### config.mk
export PLATFORM = sky130hd
export DESIGN_NAME = stq_cell
export DESIGN_NICKNAME = d
export VERILOG_FILES = /design/src/hw/rtl/stq_pkg.sv /design/src/hw/rtl/stq_cell.sv
export SDC_FILE = /design/constraint.sdc
export NUM_CORES = 1
export LEC_CHECK = 0
export ABC_AREA = 1
export BUFFER_PORTS_ARGS = -buffer_cell sky130_fd_sc_hd__buf_2
export CAP_MARGIN = 20
export CORE_MARGIN = 2
export CORE_UTILIZATION = 30
export CTS_CLUSTER_DIAMETER = 50
export DETAILED_ROUTE_END_ITERATION = 16
export GPL_TIMING_DRIVEN = 0
export PLACE_DENSITY = 0.55
export SKIP_LAST_GASP = 1
export SLEW_MARGIN = 10
export SYNTH_ARGS = -nofsm -noshare
export SYNTH_HDL_FRONTEND = slang
export SYNTH_SLANG_ARGS = --single-unit
### constraint.sdc
create_clock -name clk -period 8.6 [get_ports clk]
set_input_delay 0.86 -clock clk [delete_from_list [all_inputs] [get_ports clk]]
set_output_delay 0.86 -clock clk [all_outputs]
set_load 0.05 [all_outputs]
### src/hw/rtl/stq_pkg.sv
// ----------------------------------------------------------------------------
// Sorted timeout queue package
// Shared types and constants for the cell chain and the top level.
// ----------------------------------------------------------------------------
`default_nettype none

package stq_pkg;

  // Default number of timer slots.
  localparam int DEPTH_DEFAULT = 16;

  // Handles wrap back to one when the counter reaches this value.
  localparam logic [14:0] MAXSHORT = 15'h7FFF;

  // Largest reportable head wait.
  localparam logic [23:0] WAIT_MAX = 24'hFFFFFF;

  // Request opcodes.
  localparam logic [1:0] OP_ADD     = 2'd0;
  localparam logic [1:0] OP_REMOVE  = 2'd1;
  localparam logic [1:0] OP_TICK    = 2'd2;
  localparam logic [1:0] OP_SERVICE = 2'd3;

  // Result status codes.
  localparam logic [1:0] ST_OK        = 2'd0;
  localparam logic [1:0] ST_FULL      = 2'd1;
  localparam logic [1:0] ST_NOT_FOUND = 2'd2;
  localparam logic [1:0] ST_NOT_DUE   = 2'd3;

  // Request payload.
  typedef struct packed {
    logic [1:0]  opcode;
    logic [23:0] period_ms;
    logic [14:0] target_handle;
    logic [23:0] elapsed_ms;
    logic        rearm;
  } stq_in_t;

  // Result payload.
  typedef struct packed {
    logic [1:0]  status;
    logic [14:0] result_handle;
    logic        queue_nonempty;
    logic [14:0] head_handle;
    logic [23:0] head_wait_ms;
    logic        head_due;
    logic [8:0]  entry_count;
  } stq_out_t;

  // One queued timer as held in a cell.
  typedef struct packed {
    logic        valid;
    logic [14:0] handle;
    logic [23:0] period;
    logic [31:0] remaining;
  } stq_entry_t;

  // Operation broadcast to every cell in a cycle.
  typedef enum logic [2:0] {
    CELL_HOLD,
    CELL_ADD,
    CELL_REMOVE,
    CELL_TICK,
    CELL_POP,
    CELL_POP_INS
  } stq_cell_op_t;

  // Control bundle broadcast along the chain.
  typedef struct packed {
    stq_cell_op_t op;
    logic [14:0]  handle;
    logic [23:0]  period;
    logic [14:0]  target;
    logic [23:0]  elapsed;
  } stq_ctrl_t;

endpackage

`default_nettype wire

### src/hw/rtl/stq_cell.sv
// ----------------------------------------------------------------------------
// Sorted timeout queue cell
// Holds one timer slot and updates it from itself and its two neighbors.
// ----------------------------------------------------------------------------
`default_nettype none

module stq_cell (
  input  wire logic               clk,
  input  wire logic               rst_n,
  input  wire stq_pkg::stq_ctrl_t ctrl,
  input  wire stq_pkg::stq_entry_t left_q,
  input  wire stq_pkg::stq_entry_t right_q,
  input  wire logic               ins_in,
  input  wire logic               hit_in,
  output logic                    ins_out,
  output logic                    hit_out,
  output stq_pkg::stq_entry_t     cell_q
);

  stq_pkg::stq_entry_t cell_r;
  stq_pkg::stq_entry_t cell_nxt;
  stq_pkg::stq_entry_t view;
  stq_pkg::stq_entry_t prior;
  stq_pkg::stq_entry_t fresh;
  logic                match;
  logic signed [32:0]  diff;

  // On a pop with reinsert the slot sees the queue already shifted left.
  always_comb begin
    view  = (ctrl.op == stq_pkg::CELL_POP_INS) ? right_q : cell_r;
    prior = (ctrl.op == stq_pkg::CELL_POP_INS) ? cell_r : left_q;
    fresh = '{valid: 1'b1, handle: ctrl.handle, period: ctrl.period,
              remaining: {8'b0, ctrl.period}};
    // The new entry goes before the first slot whose remaining time exceeds it.
    ins_out = !view.valid ||
              ($signed({9'b0, ctrl.period}) < $signed({view.remaining[31], view.remaining}));
    match   = cell_r.valid && (cell_r.handle == ctrl.target);
    hit_out = hit_in | match;
    diff    = $signed({cell_r.remaining[31], cell_r.remaining}) -
              $signed({9'b0, ctrl.elapsed});
  end

  // Next slot contents for each operation.
  always_comb begin
    cell_nxt = cell_r;
    unique case (ctrl.op)
      stq_pkg::CELL_HOLD: begin
        cell_nxt = cell_r;
      end
      stq_pkg::CELL_ADD, stq_pkg::CELL_POP_INS: begin
        if (ins_out) begin
          cell_nxt = ins_in ? prior : fresh;
        end else begin
          cell_nxt = view;
        end
      end
      stq_pkg::CELL_REMOVE: begin
        if (hit_out) begin
          cell_nxt = right_q;
        end
      end
      stq_pkg::CELL_TICK: begin
        // Subtraction only moves down, so a mismatch of the top bits is underflow.
        if (diff[32] != diff[31]) begin
          cell_nxt.remaining = 32'h8000_0000;
        end else begin
          cell_nxt.remaining = diff[31:0];
        end
      end
      stq_pkg::CELL_POP: begin
        cell_nxt = right_q;
      end
      default: begin
        cell_nxt = cell_r;
      end
    endcase
  end

  // Slot register; only the valid flag is cleared by reset.
  always_ff @(posedge clk) begin
    if (!rst_n) begin
      cell_r.valid <= 1'b0;
    end else begin
      cell_r <= cell_nxt;
    end
  end

  assign cell_q = cell_r;

endmodule

`default_nettype wire

==> qor.yml, run 1 <==
die:
  die_width_um: 161
  start_util_pct: 30.4
  floorplan.die.height_um: 161
  io-pin-count: 303
  core.rowCount: 57
  die-area_um2: 25800
  core_area_um2: 24200
sta:
  hold_viol: 0
  final_period_minus_worst_setup_slack_ns: 5.26
  achievable-frequency_mhz: 190
  post_route_setup_tns_ns: 0
  timing.max_slew.rel_slack_pct: 44.9
  maxSlewViolCount: 0
  final_min_period_over_clock_period_pct: 61.2
  slew_at_the_pin_with_the_worst_max_slew_slack_ns: 0.827
  grt_setup_unrepaired: "no"
  clock-skew-final_ns: 0.0107
  report.final.setup_viol: 0
synthesis:
  synth.yosys.seq_area_share_pct: 29.2
  yosys_register_bits: 72
  postSynth.topFlopCell: "sky130_fd_sc_hd__edfxtp_1"
  post_synthesis_cell_area_um2: 7370
  synth_fp_nets: 1434
  syn_area_per_cell_um2: 6.38
  post_synth_edffs: 71
  synth-compound-area-share_pct: 14.9
  adder_cell_share_of_the_synthesized_area_pct: 8.42
  synth-async-reset-ratio_pct: 0
  synth.lib_cells_used.distinct: 44
  synth-warning-count: 0
  syn-instance-count: 1156
  synth-simple-area-share_pct: 36.8
  synth_top_family_by_area: "simple AND/OR/NAND/NOR gates"
  synthXorXnorAreaFrac_pct: 0.356
  muxShareOfSynthArea_pct: 2.58
clock_network:
  cts_made_buffers: 9
  cts-root-to-sink-buffers: 2
  cts.repair.resized: 0
  deepest_level_of_the_cts_h_tree: 3
  cts_root_buffer: "sky130_fd_sc_hd__clkbuf_16"
  tritoncts: "built"
  postCtsSetupRepairBufs: 0
  cts.clk_slew.worst_paths_ns: 0.06
  clkLatencyLatePin_ns: 0.35
  clock_sinks: 72
  cts_hold_buffers: 0
grt:
  first_global_vias: 8346
  grt_pass1_wl_um: 47600
  grt_max_degree: 29
  initial_antenna_violation_count: 9
  aggregate_global_routing_overflow: 0
  gr-usage-all-layers_pct: 24.4
outcome:
  status: "complete, no violations"
power_and_ir_drop:
  power_per_cell_area_nw_per_um2: 146
  switching_share_pct: 39.4
  comb_power_share_pct: 38.9
  clkPwrFrac_pct: 29.1
  vdd.ir_drop.worst_v: 0.000100
  power_switching_mw: 0.555
  cellInternalPower_mw: 0.855
  leakagePower_nw: 5.13
  power_frac_seq_pct: 32.1
final_layout:
  final_util_pct: 39.9
  post_route_cells_drive_above_1_share_pct: 23.8
  layout.cell_area.non_filler_um2: 9670
  final_cells: 1804
  syn2layout_area_growth_pct: 31.1
  nets: 1748
  largest_reg_flops: 71
detailed_routing:
  route.antenna.remaining_nets: 0
  detail_route.first_pass.iterations: 7
  drt-initial-drc-count: 631
  post_drt_wl_per_cell_um: 18.0
  via_density_per_instance: 4.93
  detail_route.wirelength_um: 32500
  via_count: 8891
  remaining_drc_errors: 0
run:
  max-cap-violations: 0
critical_path:
  setup.worst_path.start_class: "input pin"
  critPathKind: "input pin to output pin"
  critical_path.max_fanout: 10
  worstSetupEndpointType: "output pin"
  worst-endpoint-arrival_ns: 4.40
  cp_data_required_time_ns: 7.74
placement:
  finalWeightedCongestion: 0.923
  placement.cell_area_um2: 9340
  place.detailed.instances: 1783
  hpwl_um: 27100
  numPortBuffers: 301
hold_path:
  holdCritPathClass: "flop to flop"
cell usage after synthesis, types with 2 or more instances:
cell type                  count  area, µm²
sky130_fd_sc_hd__o21ai_1      23        115
sky130_fd_sc_hd__buf_6         4       45.0
sky130_fd_sc_hd__ha_1         48        601
sky130_fd_sc_hd__nor2_1       75        282
sky130_fd_sc_hd__a21oi_1      68        340
sky130_fd_sc_hd__buf_1         3       11.3
sky130_fd_sc_hd__nor4_1        5       31.3
sky130_fd_sc_hd__nand3b_1      4       30.0
sky130_fd_sc_hd__o211ai_1      4       30.0
sky130_fd_sc_hd__nand3_2       2       20.0
sky130_fd_sc_hd__a31o_2        2       17.5
sky130_fd_sc_hd__o21ai_0      81        405
sky130_fd_sc_hd__inv_1        90        338
sky130_fd_sc_hd__a221oi_1      3       26.3
sky130_fd_sc_hd__nor3_1        6       30.0
sky130_fd_sc_hd__mux2i_1      19        190
sky130_fd_sc_hd__nand2_1     484       1820
sky130_fd_sc_hd__a21o_1        2       15.0
sky130_fd_sc_hd__inv_2         2       7.51
sky130_fd_sc_hd__a21boi_0      2       15.0
sky130_fd_sc_hd__nand4_1      10       62.6
sky130_fd_sc_hd__or2_2         6       37.5
sky130_fd_sc_hd__buf_2         8       40.0
sky130_fd_sc_hd__xor2_1        2       17.5
sky130_fd_sc_hd__nor2_2        2       12.5
sky130_fd_sc_hd__clkbuf_1     31        116
sky130_fd_sc_hd__o21bai_1      3       22.5
sky130_fd_sc_hd__o22ai_1       6       37.5
sky130_fd_sc_hd__a31oi_1       4       25.0
sky130_fd_sc_hd__edfxtp_1     71       2130
sky130_fd_sc_hd__nand3_1      73        365
per-layer routing:
metal / vias to the layer above / part of all wire (%) / GRT usage [%]
met5: - / 0.13 / 0
met4: 8 / 3.3 / 10.3
met3: 59 / 7.0 / 3.54
met2: 388 / 46 / 40.4
met1: 3953 / 43 / 31.9
li1: 4483 / - / -
power by group through the flow:
| stage | combinational (mW) | sequential [mW] | clock, mW |
|---|---|---|---|
| 4_1_cts | 0.546 | 0.451 | 0.418 |
| 3_3_place_gp | 0.536 | 0.461 | 0 |
| 2_1_floorplan | 0.272 | 0.536 | 0 |
| 6_report | 0.548 | 0.452 | 0.410 |
| 5_1_grt | 0.608 | 0.454 | 0.429 |
| 3_5_place_dp | 0.544 | 0.459 | 0 |
stage by stage:
stage	hold slack [ns]	setup slack, ns	power [mW]
final	0.607	3.34	1.41
after global routing	0.655	3.05	1.49
after CTS	0.601	3.35	1.42
after detailed placement	0.591	3.36	1.00
after global placement	0.594	1.66	0.997
after floorplan	0.761	3.39	0.808
worst max-delay path: stages:
cell,delay [ns]
sky130_fd_sc_hd__buf_2,0.09
sky130_fd_sc_hd__inv_2,0.05
sky130_fd_sc_hd__nand3_2,0.07
sky130_fd_sc_hd__buf_6,0.17
sky130_fd_sc_hd__buf_6,0.20
sky130_fd_sc_hd__clkbuf_1,0.65
sky130_fd_sc_hd__nand2_1,0.10
sky130_fd_sc_hd__nand2_1,0.10
sky130_fd_sc_hd__inv_1,0.06
sky130_fd_sc_hd__ha_1,0.29
sky130_fd_sc_hd__a21oi_1,0.13
sky130_fd_sc_hd__nor2_1,0.06
sky130_fd_sc_hd__a211oi_1,0.19
sky130_fd_sc_hd__nand2_1,0.10
sky130_fd_sc_hd__nand2_1,0.06
sky130_fd_sc_hd__nand2_1,0.05
sky130_fd_sc_hd__nand2_1,0.05
sky130_fd_sc_hd__nand3_1,0.10
sky130_fd_sc_hd__nand2_2,0.12
sky130_fd_sc_hd__buf_6,0.15
sky130_fd_sc_hd__buf_6,0.16
sky130_fd_sc_hd__buf_2,0.25
sky130_fd_sc_hd__buf_2,0.31
path summary, 6_finish.rpt:
check | start | end | cells after the start | slack [ns]
worst max-delay path | ctrl[79] | ins_out | 23 | 3.34
worst min-delay path | cell_q[71] | cell_q[71] | 4 | 0.61
worst max register to register | cell_q[15] | cell_q[23] | 16 | 4.08
worst min register to register | cell_q[71] | cell_q[71] | 4 | 0.61
kinds of logic after synthesis:
group | after synthesis
fa+ha+maj | 49
mux | 19
flops | 72
simple gates | 670
xor+xnor | 3
buf+inv | 140
compound gates | 203
cell usage in the layout, fill, tap and decap left out, types with 3 or more instances in the layout:
cell type                   instances
sky130_fd_sc_hd__nand2_1          484
sky130_fd_sc_hd__buf_2            309
sky130_fd_sc_hd__inv_1             90
sky130_fd_sc_hd__o21ai_0           81
sky130_fd_sc_hd__nand3_1           73
sky130_fd_sc_hd__nor2_1            73
sky130_fd_sc_hd__edfxtp_1          71
sky130_fd_sc_hd__a21oi_1           68
sky130_fd_sc_hd__ha_1              48
sky130_fd_sc_hd__clkbuf_1          31
sky130_fd_sc_hd__o21ai_1           23
sky130_fd_sc_hd__mux2i_1           19
sky130_fd_sc_hd__nand4_1           10
sky130_fd_sc_hd__clkbuf_16          9
sky130_fd_sc_hd__diode_2            6
sky130_fd_sc_hd__o22ai_1            6
sky130_fd_sc_hd__or2_2              6
sky130_fd_sc_hd__nor3_1             6
sky130_fd_sc_hd__nor4_1             5
sky130_fd_sc_hd__buf_6              4
sky130_fd_sc_hd__a31oi_1            4
sky130_fd_sc_hd__o211ai_1           4
sky130_fd_sc_hd__nand3b_1           4
sky130_fd_sc_hd__buf_1              3
sky130_fd_sc_hd__a221oi_1           3
sky130_fd_sc_hd__o21bai_1           3
final cells by class:
class,count,area [µm²]
antenna,6,15.0
buffer,47,220
clock buffer,9,225
clock inverter,6,85.1
fill,2742,14600
inverter,93,349
multi-input combinational,944,4670
sequential,72,2150
tap,324,405
timing repair buffer,303,1550
Note: power is estimated with default switching activity, not from simulation.
==> run 2, diff against run 1 <==
--- a/config.mk
+++ b/config.mk
@@ -5,7 +5,7 @@
 export SDC_FILE = /design/constraint.sdc
 export NUM_CORES = 1
 export LEC_CHECK = 0
-export ABC_AREA = 1
+export ABC_AREA = 0
 export BUFFER_PORTS_ARGS = -buffer_cell sky130_fd_sc_hd__buf_2
 export CAP_MARGIN = 20
 export CORE_MARGIN = 2
@@ -13,7 +13,7 @@
 export CTS_CLUSTER_DIAMETER = 50
 export DETAILED_ROUTE_END_ITERATION = 16
 export GPL_TIMING_DRIVEN = 0
-export PLACE_DENSITY = 0.55
+export PLACE_DENSITY = 0.56
 export SKIP_LAST_GASP = 1
 export SLEW_MARGIN = 10
 export SYNTH_ARGS = -nofsm -noshare
==> constraint.sdc (replaced) <==
create_clock -name clk -period 5 [get_ports clk]
set_input_delay 0.5 -clock clk [delete_from_list [all_inputs] [get_ports clk]]
set_output_delay 0.5 -clock clk [all_outputs]
set_load 0.05 [all_outputs]
==> run 2 against run 1 <==
Compared with the run above: final cell count shrank 24%; largest power group unchanged; critical path type is now input pin to flop; sequential power grew 68%; via count shrank 19%; count of clock-buffer cells in the layout grew 2; synthesized area shrank 7.8%.
==> qor.yml, run 2 <==
outcome:
  status: "complete, no violations"
synthesis:
  yosys_register_bits: 72  # unchanged
  post_synth_edffs: 71  # unchanged
  synth-async-reset-ratio_pct: 0  # unchanged
  netlist.top_cell.by_area: "sky130_fd_sc_hd__edfxtp_1"
  synth-warning-count: 0  # unchanged
  synth_area_leaders: "sky130_fd_sc_hd__edfxtp_1 (31%), sky130_fd_sc_hd__mux2i_1 (9.3%), sky130_fd_sc_hd__ha_1 (8.8%), sky130_fd_sc_hd__a21oi_1 (6.3%), sky130_fd_sc_hd__nand2_1 (4.2%)"
  syn-instance-count: 759  # -34%
  syn_area_per_cell_um2: 8.96  # +40%
  synth.most_common_cell: "sky130_fd_sc_hd__a21oi_1"
  post_synthesis_cell_area_um2: 6800  # -7.8%
  synth.lib_cells_used.distinct: 68  # +55%
  postSynth.topFlopCell: "sky130_fd_sc_hd__edfxtp_1"
  synth_fp_nets: 1037  # -28%
  synth.yosys.seq_area_share_pct: 31.7  # +2.5 points
  yosys.area.top_type_share_pct: 31.4  # +2.4 points
  synth.top_cells.by_count: "sky130_fd_sc_hd__a21oi_1 (86), sky130_fd_sc_hd__nand2_1 (76), sky130_fd_sc_hd__edfxtp_1 (71)"
sta:
  grt_setup_unrepaired: "no"
  hold_viol: 0  # unchanged
  clock-skew-final_ns: 0.0162  # +0.00556 ns
  maxSlewViolCount: 0  # unchanged
  achievable-frequency_mhz: 211
  report.final.setup_viol: 0  # unchanged
  postLayoutSetupSlackWorst_ns: 0.270  # -3.07 ns
  final_period_minus_worst_setup_slack_ns: 4.73
  timing.max_slew.rel_slack_pct: 43.5  # -1.4 points
  slew_at_the_pin_with_the_worst_max_slew_slack_ns: 0.848  # +0.0208 ns
  final_min_period_over_clock_period_pct: 94.6
power_and_ir_drop:
  post-layout-total-power_mw: 2.33  # +65%
  power_per_cell_area_nw_per_um2: 257  # +76%
  leakagePower_nw: 4.02  # -22%
  vdd.ir_drop.worst_v: 0.000119  # +18%
detailed_routing:
  detail_route.wirelength_um: 29300  # -9.6%
  via_count: 7245  # -19%
  remaining_drc_errors: 0  # unchanged
  via_density_per_instance: 5.31  # +7.7%
  detail_route.first_pass.iterations: 5  # -2
  route.antenna.remaining_nets: 0  # unchanged
  post_drt_wl_per_cell_um: 21.5  # +19%
  drt-initial-drc-count: 412  # -35%
hold_path:
  holdCritPathClass: "input pin to flop"
  holdPathStages: 3  # -1
final_layout:
  post_route_cells_drive_above_1_share_pct: 34.8  # +11 points
  final_util_pct: 40.4  # +0.54 points
  syn2layout_area_growth_pct: 33.3
  largest_reg_flops: 71  # unchanged
  nets: 1350  # -23%
  mostFrequentLayoutCells: "sky130_fd_sc_hd__buf_2 (309), sky130_fd_sc_hd__a21oi_1 (86), sky130_fd_sc_hd__nand2_1 (76), sky130_fd_sc_hd__edfxtp_1 (71), sky130_fd_sc_hd__mux2i_1 (63)"
  mostFrequentLayoutCell: "sky130_fd_sc_hd__buf_2"
grt:
  met2_usage_pct: 40.5  # +0.080 points
  first_global_vias: 6936  # -17%
  met3_usage_pct: 4.20  # +0.66 points
  initial_antenna_violation_count: 8  # -1
  grt_pass1_wl_um: 41400  # -13%
  grt_most_used_layer: "met2"
  globalRouteMet1Util_pct: 29.0  # -2.9 points
  grt_max_degree: 28  # -3.4%
  aggregate_global_routing_overflow: 0  # unchanged
  gr-usage-all-layers_pct: 23.4  # -1.0 points
critical_path:
  critPathLaunch: "ctrl[79]"
  timing.rr.end: "cell_q[25]"
  crit_chain: "buf_2 > and3b_1 > buf_2 > clkdlybuf4s15_2 > mux2i_1 > ha_1 > nand4_1 > a2111oi_0 > o311ai_1 > nand4_1 > o22ai_4 > buf_6 > nand2_2 > a21oi_1 > nor2b_4 > buf_16"
  worst-endpoint-arrival_ns: 4.77  # +0.37 ns
  worstSetupEndpointType: "flop"
  critical-path-max-stage-delay_ns: 0.55  # -0.10 ns
  reg2reg_depth: 14  # -2
  setup.worst_path.start_class: "input pin"
  setup.worst_path.end: "cell_q[17]"
  cp_data_required_time_ns: 5.04  # -2.70 ns
  critical_path.max_fanout: 20  # +10
  critPathKind: "input pin to flop"
  master_of_the_slowest_instance_on_the_critical_path: "sky130_fd_sc_hd__clkdlybuf4s15_2"
  slack_of_the_worst_reg_to_reg_path_ns: 0.32  # -3.76 ns
clock_network:
  cts_hold_buffers: 0  # unchanged
  deepest_level_of_the_cts_h_tree: 3  # unchanged
  cts.clk_slew.worst_paths_ns: 0.07  # about the same
  clkLatencyLatePin_ns: 0.35  # about the same
  clock_sinks: 72  # unchanged
  cts-root-to-sink-buffers: 2  # unchanged
  cts_made_buffers: 9  # unchanged
  cts_root_buffer: "sky130_fd_sc_hd__clkbuf_16"
  tritoncts: "built"
  postCtsSetupRepairBufs: 0  # unchanged
placement:
  finalWeightedCongestion: 0.898  # -2.7%
  hpwl_um: 23900  # -12%
  pre_cts_ws_ns: -0.436  # -3.79 ns
  numPortBuffers: 300  # -0.33%
die:
  die_width_um: 155  # -3.9%
  start_util_pct: 30.3  # -0.10 points
  core_area_um2: 22400  # -7.5%
  floorplan.die.height_um: 155  # -3.9%
  core.rowCount: 55  # -3.5%
  die-area_um2: 23900  # -7.6%
  io-pin-count: 303  # unchanged
run:
  max-cap-violations: 0  # unchanged
[run 2: cell types whose count changed after synthesis, sizes merged, moves of 19 or more]
| cell | change |
|---|---|
| inv | -64 |
| nand3 | -65 |
| nor2 | -48 |
| xnor2 | +20 |
| a21oi | +19 |
| nor2b | +31 |
| mux2i | +44 |
| o21ai | -29 |
| nand2 | -408 |
[run 2: power by group]
group | total, mW | internal (mW) | switching (mW)
sequential | 0.758 | 0.726 | 0.0321
clock | 0.714 | 0.438 | 0.276
combinational | 0.861 | 0.320 | 0.542
[run 2: how the worst min path moves through the flow]
stage | start | end | slack [ns]
6_report | right_q[37] | cell_q[37] | 0.43
2_1_floorplan | rst_n | cell_q[71] | 0.65
5_1_grt | right_q[70] | cell_q[70] | 0.42
3_3_place_gp | cell_q[71] | cell_q[71] | 0.54
3_5_place_dp | cell_q[71] | cell_q[71] | 0.56
4_1_cts | right_q[37] | cell_q[37] | 0.42
[run 2: worst max-delay path: cells and delay by family]
kind | cells | cell delay, ns
buffers and inverters | 5 | 1.45
and+or+nand+nor | 5 | 1.17
AOI/OAI and AO/OA | 4 | 1.04
muxes | 1 | 0.39
adders and majority gates | 1 | 0.18
[run 2: cell families (layout without fill, tap and decap cells)]
family | after synthesis | in the layout | share of synthesized area [%]
buf+inv | 69 | 387 | 4.58
compound gates | 245 | 245 | 22.9
other cells | 0 | 3 | 0
mux | 72 | 72 | 10.8
simple gates | 212 | 212 | 15.9
flops | 72 | 72 | 31.7
xor+xnor | 40 | 40 | 5.15
fa+ha+maj | 49 | 49 | 9.13
[run 2: repair_timing]
| action | CTS | global route |
|---|---|---|
| gates resized for setup | 5 | 3 |
| cloned | 0 | 0 |
| endpoints found under the setup margin | 58 | 9 |
[run 2: area by class of cell]
class | instances | area (µm²)
antenna | 3 | 7.51
buffer | 41 | 224
clock buffer | 11 | 233
clock inverter | 5 | 81.3
fill | 2310 | 13400
inverter | 28 | 105
multi-input combinational | 618 | 4360
sequential | 72 | 2150
tap | 285 | 357
timing repair buffer | 302 | 1550
[run 2: layer usage]
layer / vias up / part of all wire (%)
met3: 57 / 7.2
met4: 10 / 2.9
met2: 333 / 48
met5: - / 0.26
met1: 3337 / 41
li1: 3508 / -
[run 2: metrics by stage]
| stage | area (µm²) | hold slack (ns) | instances | TNS, ns |
|---|---|---|---|---|
| floorplan | 6800 | 0.651 | 759 | 0 |
| global placement | 8660 | 0.540 | 1344 | -88.91 |
| detailed placement | 8720 | 0.556 | 1346 | -29.00 |
| CTS | 9050 | 0.417 | 1362 | 0 |
| global route | 9060 | 0.425 | 1364 | 0 |
| finish | 9060 | 0.428 | 1365 | 0 |
==> run 3, diff against run 2 <==
--- a/config.mk
+++ b/config.mk
@@ -6,14 +6,15 @@
 export NUM_CORES = 1
 export LEC_CHECK = 0
 export ABC_AREA = 0
-export BUFFER_PORTS_ARGS = -buffer_cell sky130_fd_sc_hd__buf_2
 export CAP_MARGIN = 20
 export CORE_MARGIN = 2
 export CORE_UTILIZATION = 30
+export CTS_BUF_LIST = sky130_fd_sc_hd__clkbuf_4 sky130_fd_sc_hd__clkbuf_8
 export CTS_CLUSTER_DIAMETER = 50
 export DETAILED_ROUTE_END_ITERATION = 16
+export DONT_BUFFER_PORTS = 1
 export GPL_TIMING_DRIVEN = 0
-export PLACE_DENSITY = 0.56
+export PLACE_DENSITY = 0.45
 export SKIP_LAST_GASP = 1
 export SLEW_MARGIN = 10
 export SYNTH_ARGS = -nofsm -noshare
==> run 3 against run 2 <==
Compared with the run above: clock power is 21% lower; non-clock buffer count fell by 300; routed wire length is 2.9% lower; sequential power is 18% higher; final cell count decreased by 22%; design area decreased by 18%; setup slack gained 0.017 ns; clock skew up 0.0068 ns; register-to-register slack worse by 0.03 ns; die area did not move; utilization decreased by 7.1 points; highest routed layer unchanged.
==> qor.yml, run 3 (synthesized netlist as in run 2, its figures left out) <==
detailed_routing:
  post_drt_wl_per_cell_um: 26.8  # +25%
  remaining_drc_errors: 0  # unchanged
  detail_route.first_pass.iterations: 7  # +2
  via_count: 6039  # -17%
  detail_route.wirelength_um: 28500  # -2.9%
  drt-initial-drc-count: 310  # -25%
  via_density_per_instance: 5.69  # +7.1%
  route.antenna.remaining_nets: 0  # unchanged
final_layout:
  nets: 1050  # -22%
  largest_reg_flops: 71  # unchanged
  syn2layout_area_growth_pct: 9.90
  final_util_pct: 33.3  # -7.1 points
  fillers: 2413  # +4.5%
  num_antenna_cells: 0  # -3
  mostFrequentLayoutCells: "sky130_fd_sc_hd__a21oi_1 (86), sky130_fd_sc_hd__nand2_1 (76), sky130_fd_sc_hd__edfxtp_1 (71), sky130_fd_sc_hd__mux2i_1 (63), sky130_fd_sc_hd__o21ai_0 (55)"
  post_route_cells_drive_above_1_share_pct: 10.0  # -25 points
  mostFrequentLayoutCell: "sky130_fd_sc_hd__a21oi_1"
die:
  floorplan.die.height_um: 155  # unchanged
  start_util_pct: 30.3  # unchanged
  die_width_um: 155  # unchanged
  core_area_um2: 22400  # unchanged
  core.rowCount: 55  # unchanged
  io-pin-count: 303  # unchanged
  die-area_um2: 23900  # unchanged
grt:
  met2_usage_pct: 39.5  # -0.98 points
  grt_pass1_wl_um: 40200  # -2.8%
  aggregate_global_routing_overflow: 0  # unchanged
  grt_max_degree: 27  # -3.6%
  gr-usage-all-layers_pct: 23.2  # -0.21 points
  first_global_vias: 5994  # -14%
  initial_antenna_violation_count: 1  # -7
  met3_usage_pct: 7.85  # +3.6 points
  globalRouteMet1Util_pct: 27.7  # -1.3 points
  grt_most_used_layer: "met2"
sta:
  slew_at_the_pin_with_the_worst_max_slew_slack_ns: 0.834  # -0.0143 ns
  post_route_setup_tns_ns: 0  # unchanged
  grt_setup_unrepaired: "no"
  clock-skew-final_ns: 0.0231  # +0.00684 ns
  final_min_period_over_clock_period_pct: 94.2  # -0.35 points
  final_period_minus_worst_setup_slack_ns: 4.71  # -0.0173 ns
  hold_viol: 0  # unchanged
  fin_worst_hold_slack_ns: 0.285  # -0.143 ns
  postLayoutSetupSlackWorst_ns: 0.288  # +0.0173 ns
  report.final.setup_viol: 0  # unchanged
  timing.max_slew.rel_slack_pct: 44.4  # +0.96 points
  maxSlewViolCount: 0  # unchanged
  achievable-frequency_mhz: 212  # +0.37%
critical_path:
  worstSetupEndpointType: "flop"
  worst_path_most_repeated_cell: "sky130_fd_sc_hd__ha_1"
  crit_chain: "ha_1 > nor2b_1 > o31a_1 > o21ai_1 > a21oi_1 > nor2_1 > o21ai_0 > nor4_1 > xnor2_1 > ha_1 > nor3b_4 > clkbuf_2 > a32oi_1 > o211ai_1"
  critical_path.max_fanout: 10  # -50%
  cp_data_required_time_ns: 5.23  # +0.19 ns
  critPathKind: "flop to flop"
  setup.worst_path.start_class: "flop"
  path_buf_inv: 1  # -4
  master_of_the_slowest_instance_on_the_critical_path: "sky130_fd_sc_hd__edfxtp_1"
  critical-path-max-stage-delay_ns: 0.78  # +0.23 ns
  critical_path.top_delay_family: "compound AO/OA/AOI/OAI gates"
  worst-endpoint-arrival_ns: 4.94  # +0.17 ns
clock_network:
  cts_made_buffers: 9  # unchanged
  clkLatencyLatePin_ns: 0.38  # +0.03 ns
  deepest_level_of_the_cts_h_tree: 3  # unchanged
  postCtsSetupRepairBufs: 0  # unchanged
  cts-root-to-sink-buffers: 2  # unchanged
  tritoncts: "built"
  clock_sinks: 72  # unchanged
  cts.clk_slew.worst_paths_ns: 0.10  # +0.03 ns
  cts_root_buffer: "sky130_fd_sc_hd__clkbuf_8"
power_and_ir_drop:
  vdd.ir_drop.worst_v: 0.000163  # +38%
  power_per_cell_area_nw_per_um2: 274  # +6.5%
  power_frac_seq_pct: 43.7  # +11 points
  leakagePower_nw: 2.80  # -30%
  clkPwrFrac_pct: 27.6  # -3.0 points
  cellInternalPower_mw: 1.25  # -16%
  comb_power_share_pct: 28.6  # -8.3 points
  power_switching_mw: 0.798  # -6.0%
  switching_share_pct: 39.0  # +2.5 points
  post-layout-total-power_mw: 2.05  # -12%
placement:
  numPortBuffers: 0  # -100%
  hpwl_um: 23200  # -2.8%
  finalWeightedCongestion: 0.918  # +2.3%
  pre_cts_ws_ns: -0.686  # -0.251 ns
hold_path:
  holdCritPathClass: "input pin to flop"
run:
  max-cap-violations: 0  # unchanged
outcome:
  status: "complete, no violations"
[run 3: cell types whose count changed in the layout (fill, tap and decap cells not counted), moves of 2 or more]
| cell | delta |
|---|---|
| sky130_fd_sc_hd__clkbuf_1 | -3 |
| sky130_fd_sc_hd__clkbuf_2 | +2 |
| sky130_fd_sc_hd__buf_2 | -300 |
| sky130_fd_sc_hd__diode_2 | -3 |
| sky130_fd_sc_hd__clkbuf_8 | +9 |
| sky130_fd_sc_hd__clkbuf_16 | -9 |
[run 3: stage by stage]
stage	area, µm²	std cells
2_1_floorplan	6800	759
3_3_place_gp	7160	1044
3_5_place_dp	7210	1046
4_1_cts	7450	1062
5_1_grt	7470	1062
6_report	7470	1062
[run 3: cell type report]
cell class	instances	area [µm²]	area share, %
Clock inverter	6	92.6	1.24
Timing Repair Buffer	2	40.0	0.536
Tap cell	285	357	4.77
Multi-Input combinational cell	618	4380	58.6
Buffer	41	219	2.93
Clock buffer	10	131	1.76
Inverter	28	105	1.41
Sequential cell	72	2150	28.8
[run 3: path summary, 6_finish.rpt]
check             slack, ns  depth (start not counted)        from    endpoint
setup / recovery       0.29                         14        flop  cell_q[29]
hold / removal         0.28                          2       rst_n  cell_q[71]
setup reg to reg       0.29                         14        flop  cell_q[29]
hold reg to reg        0.79                          2  cell_q[71]  cell_q[71]
[run 3: worst reg2reg max path, stage by stage, from the launching register on]
cell                       delay, ns
sky130_fd_sc_hd__edfxtp_1       0.78
sky130_fd_sc_hd__ha_1           0.35
sky130_fd_sc_hd__nor2b_1        0.14
sky130_fd_sc_hd__o31a_1         0.31
sky130_fd_sc_hd__o21ai_1        0.42
sky130_fd_sc_hd__a21oi_1        0.16
sky130_fd_sc_hd__nor2_1         0.23
sky130_fd_sc_hd__o21ai_0        0.27
sky130_fd_sc_hd__nor4_1         0.33
sky130_fd_sc_hd__xnor2_1        0.11
sky130_fd_sc_hd__ha_1           0.35
sky130_fd_sc_hd__nor3b_4        0.41
sky130_fd_sc_hd__clkbuf_2       0.42
sky130_fd_sc_hd__a32oi_1        0.16
sky130_fd_sc_hd__o211ai_1       0.12
[run 3: routing by layer]
metal / wire length [µm] / vias to the layer above / part of all wire (%)
met5: 13 / - / 0.046
met2: 13500 / 290 / 48
met4: 618 / 2 / 2.2
met1: 11500 / 2823 / 40
li1: - / 2890 / -
met3: 2790 / 34 / 9.8
[run 3: power by group through the flow]
stage	clock [mW]	sequential [mW]	combinational, mW
floorplan	0	0.894	0.430
global placement	0	0.912	0.574
detailed placement	0	0.910	0.583
CTS	0.573	0.896	0.586
global route	0.596	0.901	0.653
finish	0.566	0.896	0.587
[run 3: repair_timing]
item,in CTS,in global routing
hold buffers,0,0
resized for setup,6,5
gates cloned,0,0
setup endpoints to repair,65,64
